**src/rtl/fem_ram.sv**
```systemverilog
module fem_ram #(
  parameter int unsigned WIDTH = 32,
  parameter int unsigned DEPTH = 16,
  parameter int unsigned AW    = (DEPTH > 1) ? $clog2(DEPTH) : 1
) (
  input  logic             clk_i,
  input  logic             we_i,
  input  logic [AW-1:0]    waddr_i,
  input  logic [WIDTH-1:0] wdata_i,
  input  logic [AW-1:0]    raddr_i,
  output logic [WIDTH-1:0] rdata_o
);

  logic [WIDTH-1:0] mem [DEPTH];

  always_ff @(posedge clk_i) begin
    if (we_i) begin
      mem[waddr_i] <= wdata_i;
    end
    rdata_o <= mem[raddr_i];
  end

endmodule

```
**config.mk**
```make
export PLATFORM = sky130hd
export DESIGN_NAME = fem_ram
export DESIGN_NICKNAME = d
export VERILOG_FILES = /design/src/rtl/fem_ram.sv
export SDC_FILE = /design/constraint.sdc
export NUM_CORES = 1
export LEC_CHECK = 0
export BUFFER_PORTS_ARGS = -buffer_cell sky130_fd_sc_hd__buf_2
export CAP_MARGIN = 25
export CORE_MARGIN = 2
export CORE_UTILIZATION = 35
export DETAILED_ROUTE_END_ITERATION = 6
export PLACE_DENSITY = 0.6
export SYNTH_ARGS = -nofsm -noshare
export SYNTH_HDL_FRONTEND = slang
export SYNTH_SLANG_ARGS = --single-unit
export TNS_END_PERCENT = 50
```
**constraint.sdc**
```tcl
create_clock -name clk_i -period 3.7 [get_ports clk_i]
set_input_delay 0.185 -clock clk_i [delete_from_list [all_inputs] [get_ports clk_i]]
set_output_delay 0.185 -clock clk_i [all_outputs]
set_load 0.005 [all_outputs]
```
==> results.ini <==
[synth]
netlist_area_um2 = 19850
synth-seq-area-share = 0.8067
yosysUniqueCellTypes = 18
netlist.area_leader.share = 0.7744
yosysTopAreaCell = edfxtp_1
yosys-top-cells-area = edfxtp_1, mux4_2, dfxtp_1
synth_seq_cells = 544
syn_inst = 838
syn-num-nets = 880
synth_warnings = 0
synth_area_per_cell_um2 = 23.69

[clock_network]
cts_resized = 0
numCtsBuffers = 54
numClockSinks = 544
cts_tree = yes
cts_setup_buffers = 0
clk-insertion-delay-late_ns = 0.58
clockRootBuffer = clkbuf_16
cts_max_path_buffers = 3
hold_buffers = 32
cts-htree-levels = 2
path_clk_slew_ns = 0.06

[power_and_ir_drop]
switchingPower_mw = 2.609
internal-power_mw = 10.21
power_per_cell_area_nw_per_um2 = 547.3
sw_frac_of_total = 0.2036
comb_power_share = 0.049
p_clk_frac = 0.410
seq_power_share = 0.541
ir_worst_vdd_mv = 0.3691
power_leakage_nw = 7.491

[finish]
syn_to_final_growth_pct = 17.95
instances_no_fill = 1788
drive_gt1_frac = 0.3227
diodes = 0
final_nets = 1031

[die]
die_area_um2 = 58650
core_area_um2 = 56280
start_util = 0.3528
die_h_um = 242.2
fp-row-count = 87
ios = 74
die_w_um = 242.2

[drt]
vias = 9163
wl_mm = 43.26
postRouteAntennaNets = 0
firstDrtPassIters = 5
dr.first_iter.drc_count = 970
wl_per_cell_um = 24.19
drc = 0
viasPerCell = 5.125

[worst_setup_path]
reg2reg_from = mem[3][15]
rrSetupSlack_ns = 2.30
worstReg2RegEnd = rdata_o[15]
arrival_ns = 1.83
reg2reg_depth = 3
cp-start-kind = primary input
critPathLaunch = waddr_i[3]
end_kind = register
worstPathMaxFanout = 17
path_class = in2reg
required_ns = 3.94

[place]
gp_congestion = 0.7052
hpwl_mm = 22.83
dp.cells = 1657
port_buffers = 73

[timing]
rsz0062_at_grt = false
fin_crit_ns = 1.586
hold_violations = 0
tns_ns = 0
finalCritPeriodShare = 0.4287
slew_headroom = 0.3812
tightestPinTransition_ns = 0.9260
fmax_mhz = 630.5
finalSetupViolCount = 0
drv_slew = 0
finClkSkew_ns = 0.01364

[global_route]
grt_first_pass_wirelength_mm = 65.03
grt_max_degree = 50
track_usage = 0.1487
overflow = 0
grt_pass1_vias = 9867
antenna_found_initial = 3

[hold_path]
min_path_type = in2reg
hold_start = raddr_i[2]
whs_path_depth = 4
min_to = rdata_o[12]

[run]
drv_cap = 0

[run_status]
status = finished, final reports clean

[layout make-up]
cell class	count	area, um2
clock buffers	84	1608
clock inverters	15	103.9
fillers	4853	32860
multi-input cells	251	3750
flip-flops and latches	544	16020
well taps	756	945.9
repair buffers	138	994.7
[power by group through the flow]
stage	Sequential, mW	Combinational (mW)	Clock, mW
3_5_place_dp	7.06	0.615	0
3_3_place_gp	7.06	0.602	0
4_1_cts	6.93	0.646	5.37
5_1_grt	6.94	0.686	5.62
2_1_floorplan	7.05	0.331	0
6_report	6.93	0.630	5.25
[placed cells by master, fill, tap and decap left out]
| cell | n |
|---|---|
| edfxtp_1 | 512 |
| mux4_2 | 128 |
| buf_2 | 71 |
| a22oi_1 | 64 |
| clkbuf_16 | 57 |
| nand2_1 | 33 |
| dlygate4sd3_1 | 32 |
| dfxtp_1 | 32 |
| buf_4 | 30 |
| clkbuf_1 | 19 |
| nor2_4 | 13 |
| clkinv_2 | 10 |
| clkbuf_8 | 9 |
| nor3_2 | 4 |
| buf_12 | 4 |
| nor2b_4 | 2 |
| nand3b_1 | 2 |
| nand2b_1 | 2 |
| clkinv_1 | 2 |
| and2_2 | 1 |
| nand3_1 | 1 |
| or3b_2 | 1 |
| clkinv_4 | 1 |
| bufinv_16 | 1 |
| clkinvlp_4 | 1 |
[worst max path at each step]
stage,to,slack (ns),depth (start not counted)
CTS,mem[13][17],2.08,4
floorplan,mem[0][0],0.34,2
global placement,rdata_o[13],1.45,5
detailed placement,mem[13][28],1.47,4
finish,mem[13][30],2.11,4
global route,rdata_o[7],1.94,5
[cell families (layout without fill, tap and decap cells)]
kind of cell | Yosys count | after routing | synth area share
AO/OA/AOI/OAI | 64 | 64 | 0.02420
buffers and inverters | 43 | 237 | 0.01122
flip-flops | 544 | 544 | 0.8067
multiplexers | 128 | 128 | 0.1452
AND/OR/NAND/NOR | 59 | 59 | 0.01273
[stage by stage]
stage / utilization / hold slack [ns] / area (um2) / total power, mW / worst slack [ns]
6_report: 0.4161 / 0.1808 / 23420 / 12.82 / 2.114
5_1_grt: 0.4161 / 0.2073 / 23420 / 13.25 / 1.941
3_5_place_dp: 0.3800 / 0.5647 / 21390 / 7.679 / 1.473
2_1_floorplan: - / 0.2839 / 19850 / 7.385 / 0.3354
3_3_place_gp: 0.3796 / 0.5598 / 21370 / 7.662 / 1.453
4_1_cts: 0.4161 / 0.1576 / 23420 / 12.95 / 2.080
[sequential cells by signal, summed over array words and instances (netlist names)]
| register | count |
|---|---|
| rdata_o | 32 |
| mem | 512 |
[per-layer routing]
metal | track usage | vias to the layer above | wire length, um
met5 | 0 | - | 32
met4 | 0.03540 | 6 | 702
met3 | 0.02625 | 60 | 2596
met2 | 0.2345 | 303 | 20370
met1 | 0.2162 | 4918 | 19550
li1 | - | 3876 | -
[worst max-delay path: stages]
cell     delay, ns
buf_2         0.11
nand3_1       0.32
nor2_4        0.74
buf_4         0.45
[Yosys cell counts (all sizes together)]
library cell  number
a22oi             64
and2               1
buf               26
clkbuf            17
dfxtp             32
edfxtp           512
mux4             128
nand2             33
nand2b             2
nand3              1
nand3b             2
nor2              13
nor2b              2
nor3               4
or3b               1
Power figures use the tool's default switching activity.
