## config.mk

```make
export PLATFORM = sky130hd
export DESIGN_NAME = fem_qmul
export DESIGN_NICKNAME = d
export VERILOG_FILES = /design/src/rtl/fem_pkg.sv /design/src/rtl/fem_qmul.sv
export SDC_FILE = /design/constraint.sdc
export NUM_CORES = 2
export LEC_CHECK = 0
export ABC_AREA = 1
export ABC_CLOCK_PERIOD_IN_PS = 7400
export BUFFER_PORTS_ARGS = -buffer_cell sky130_fd_sc_hd__buf_2
export CORE_ASPECT_RATIO = 1.2
export CORE_UTILIZATION = 55
export DETAILED_ROUTE_END_ITERATION = 10
export PLACE_DENSITY = 0.83
export RECOVER_POWER = 50
export SLEW_MARGIN = 20
export SYNTH_ARGS = -nofsm -noshare
export SYNTH_HDL_FRONTEND = slang
export SYNTH_SLANG_ARGS = --single-unit
```

## constraint.sdc

```tcl
create_clock -name clk_i -period 7.4 [get_ports clk_i]
set_input_delay 0.37 -clock clk_i [delete_from_list [all_inputs] [get_ports clk_i]]
set_output_delay 0.37 -clock clk_i [all_outputs]
set_load 0.03 [all_outputs]
```

## src/rtl/fem_pkg.sv

```systemverilog
package fem_pkg;

  localparam int unsigned MAX_DOFS_DEF    = 16;
  localparam int unsigned MAX_QPOINTS_DEF = 16;
  localparam int unsigned FRAC_BITS_DEF   = 24;

  localparam int unsigned VAL_W = 32;
  localparam int unsigned ACC_W = 40;
  localparam int unsigned CFG_IDX_W  = 2;
  localparam int unsigned CFG_DATA_W = 32;

  localparam logic [2:0] FUNC_LOAD_COEF   = 3'd0;
  localparam logic [2:0] FUNC_LOAD_SHAPE  = 3'd1;
  localparam logic [2:0] FUNC_LOAD_WEIGHT = 3'd2;
  localparam logic [2:0] FUNC_COMPUTE     = 3'd3;
  localparam logic [2:0] FUNC_READ        = 3'd4;

  localparam logic [CFG_IDX_W-1:0] CFG_DOF_COUNT    = 2'd0;
  localparam logic [CFG_IDX_W-1:0] CFG_QPOINT_COUNT = 2'd1;
  localparam logic [CFG_IDX_W-1:0] CFG_JAC_ENABLE   = 2'd2;

  localparam logic signed [63:0] ACC_MAX = 64'sh0000_007F_FFFF_FFFF;
  localparam logic signed [63:0] ACC_MIN = -64'sh0000_0080_0000_0000;
  localparam logic signed [63:0] VAL_MAX = 64'sh0000_0000_7FFF_FFFF;
  localparam logic signed [63:0] VAL_MIN = -64'sh0000_0000_8000_0000;

  function automatic logic signed [ACC_W-1:0] sat_acc(input logic signed [63:0] x);
    logic signed [63:0] r;
    if (x > ACC_MAX) r = ACC_MAX;
    else if (x < ACC_MIN) r = ACC_MIN;
    else r = x;
    return r[ACC_W-1:0];
  endfunction

  function automatic logic signed [VAL_W-1:0] sat_val(input logic signed [63:0] x);
    logic signed [63:0] r;
    if (x > VAL_MAX) r = VAL_MAX;
    else if (x < VAL_MIN) r = VAL_MIN;
    else r = x;
    return r[VAL_W-1:0];
  endfunction

endpackage

```

## src/rtl/fem_qmul.sv

```systemverilog
module fem_qmul #(
  parameter int unsigned FRAC_BITS = fem_pkg::FRAC_BITS_DEF
) (
  input  logic                              clk_i,
  input  logic signed [fem_pkg::VAL_W-1:0]  a_i,
  input  logic signed [fem_pkg::VAL_W-1:0]  b_i,
  output logic signed [63:0]                prod_o
);
  import fem_pkg::*;

  logic signed [63:0] full;

  assign full = 64'(a_i) * 64'(b_i);

  always_ff @(posedge clk_i) begin
    prod_o <= full >>> FRAC_BITS;
  end

endmodule

```

==> summary.txt <==
Status
  • Status: finished clean

Synth
  • Syn Std Cell Area: 39100 um2
  • Top cells by area, synth: fa_1 (55%), inv_1 (16%), nand2_1 (14%)
  • Seq/Total Area, Yosys: 0.0205
  • Synth Net Count: 6313
  • Avg Inst Size Synth: 7.85 um2
  • Area leader, netlist: fa_1
  • Ys Warns: 0
  • Cells after Synth: 4987
  • Yosys reg bits: 40
  • Area share of the largest cell type after synthesis: 0.553
  • Distinct cell type count after synthesis: 30

Worst setup path
  • Crit path from: a_i[31]
  • Crit. End Element: register
  • CP Max Fanout: 13
  • Worst Setup Path Type: input port to register
  • Crit path to: prod_o[35]
  • Max incr delay on CP: 0.64 ns
  • Critical Path RT: 7.60 ns
  • Startpoint types: input port
  • Worst path slowest cell: fa_2
  • Most Frequent Cell on Critical Path: nand2_1
  • Arrival time of the worst setup path: 7.34 ns

Finish
  • # fillers: 5891
  • Fraction of layout cells with a size suffix above 1: 0.0685
  • Largest register FFs: 40
  • Post-layout util: 0.603
  • Syn-to-layout area delta: 7.91%
  • Top Registers: prod_o (40)
  • Final #Nets: 6451
  • Largest Register: prod_o

Hold path
  • Hold Path Cell Cnt: 1
  • Worst hold path type: register to output port
  • Hold wc startpoint: prod_o[5]

Die
  • Row count: 106
  • Core ar.: 70000 um2
  • Die Height: 294 um
  • Die width: 246 um
  • Total Die Area: 72300 um2
  • Total I/O pin count: 129
  • Initial core utilization: 0.559

Timing
  • Worst-Margin Slew: 0.852 ns
  • Final Hold Viols: 0
  • Max Slew Vio Count: 0
  • Max transition margin: 0.432
  • Max Clk Rate: 140 MHz
  • Endpoints failing setup: 0
  • Period utilization: 0.966
  • Worst setup margin: 0.253 ns
  • Min cycle time layout: 7.15 ns

Detailed routing
  • DR vias/cell: 5.23
  • DRC: 0
  • Post-route ant nets: 0
  • Total routed wirelength: 113000 um
  • DRT iter0 DRCs: 2794
  • Drt pass-1 iters: 8
  • Wire per inst: 18.6 um
  • Routed vias: 31600

Clock network
  • Clock Tree Root: clkbuf_16
  • CTS Sinks: 40
  • Hold-fix buffers at CTS: 0
  • CTS tree: done
  • Num CTS Buffers: 5
  • Clock Pin Slew Worst Setup and Hold Paths: 0.06 ns
  • CTS H-Tree Depth: 2
  • Clock Tree Buf Depth: 2

Global routing
  • Initial antenna violation count: 6
  • Tot GR Track Use: 0.330
  • First-pass GRT wire length: 183000 um
  • Number of global-route vias before repair: 34900
  • Pin count of the biggest net entering global routing: 33
  • GRT Residual Overflow: 0

Placed design
  • Input/output buffers: 128
  • Gpl congestion: 0.984
  • Post-DP HPWL: 98000 um
  • Worst slack at placement: -0.128 ns

Run
  • Max_cap viols: 0
-- what timing repair did --
item | in CTS | in global routing
endpoints found under the setup margin | 0 | 9
resized for setup | 0 | 10
setup buffers | 0 | 5
-- synth_stat cells --
library cell / number
nor3_1: 7
inv_1: 1640
nor2_1: 149
nor2_2: 9
dfxtp_1: 40
xnor2_1: 7
nand4_1: 12
o21ai_0: 38
clkinv_1: 2
nor2_4: 1
o21a_1: 1
a21oi_1: 80
buf_4: 24
nand3b_1: 1
ha_1: 180
nor3b_2: 1
nor3_2: 2
nor4_2: 3
o21bai_1: 10
nand2_2: 3
o21ai_1: 2
nand2_1: 1410
clkbuf_1: 192
inv_2: 13
o31ai_1: 1
nand3_1: 53
nor4_1: 2
fa_1: 1081
xor2_1: 16
or2_2: 7
-- routing by layer --
metal | vias up | GRT usage | wire, um
met1 | 15700 | 0.400 | 39300
met5 | - | 0 | 0
met2 | 1735 | 0.572 | 56200
met4 | 0 | 0.171 | 7040
met3 | 438 | 0.0460 | 10000
li1 | 13800 | - | -
-- placed cells by master (no fill, tap or decap), drive strengths merged, types with 2 or more instances in the layout --
cell type and count:
inv 1653, nand2 1413, fa 1081, buf 294, ha 180, nor2 159
a21oi 80, clkbuf 58, nand3 53, dfxtp 40, o21ai 40, xor2 16
nand4 12, o21bai 10, nor3 9, diode 7, or2 7, xnor2 7
nor4 5, clkinvlp 2, clkinv 2
-- stage by stage --
step	cell area (um2)	cells	TNS, ns	hold WS (ns)
2_1_floorplan	39100	4987	0	0.743
3_3_place_gp	42100	6031	-0.352	0.808
3_5_place_dp	42100	6031	-0.821	0.804
4_1_cts	42200	6039	0	1.14
5_1_grt	42200	6049	-0.0872	1.18
6_report	42200	6051	0	1.16
-- critical path: cells and delay by family --
kind,cells,cell delay (ns)
AND/OR/NAND/NOR,7,0.51
buffers and inverters,10,1.27
adder cells (fa/ha/maj),9,4.52
AO/OA/AOI/OAI,3,0.64
-- cell type report --
type / instances / area, um2 / area share
multi-input combinational: 3076 / 31300 / 0.740
inverter: 1655 / 6220 / 0.147
timing repair buffer: 347 / 2640 / 0.0624
tap: 918 / 1150 / 0.0272
sequential: 40 / 801 / 0.0190
clock buffer: 5 / 125 / 0.00296
clock inverter: 3 / 46.3 / 0.00110
antenna: 7 / 17.5 / 0.000415
-- cell families (layout without fill, tap and decap cells) --
logic type,Yosys count,in the layout,share of synthesized area
xor+xnor,23,23,0.00515
buf+inv,1871,2010,0.182
other cells,0,7,0
flops,40,40,0.0205
compound gates,132,132,0.0176
simple gates,1660,1660,0.165
fa+ha+maj,1261,1261,0.610
-- how the worst min path moves through the flow --
stage,endpoint,slack (ns)
2_1_floorplan,prod_o[0],0.74
3_3_place_gp,prod_o[14],0.81
3_5_place_dp,prod_o[13],0.80
4_1_cts,prod_o[26],1.14
5_1_grt,prod_o[13],1.18
6_report,prod_o[5],1.16
Power is left out: the tool's default activity adds up to more than one toggle a clock period on the data nets, which glitch-free logic cannot reach.
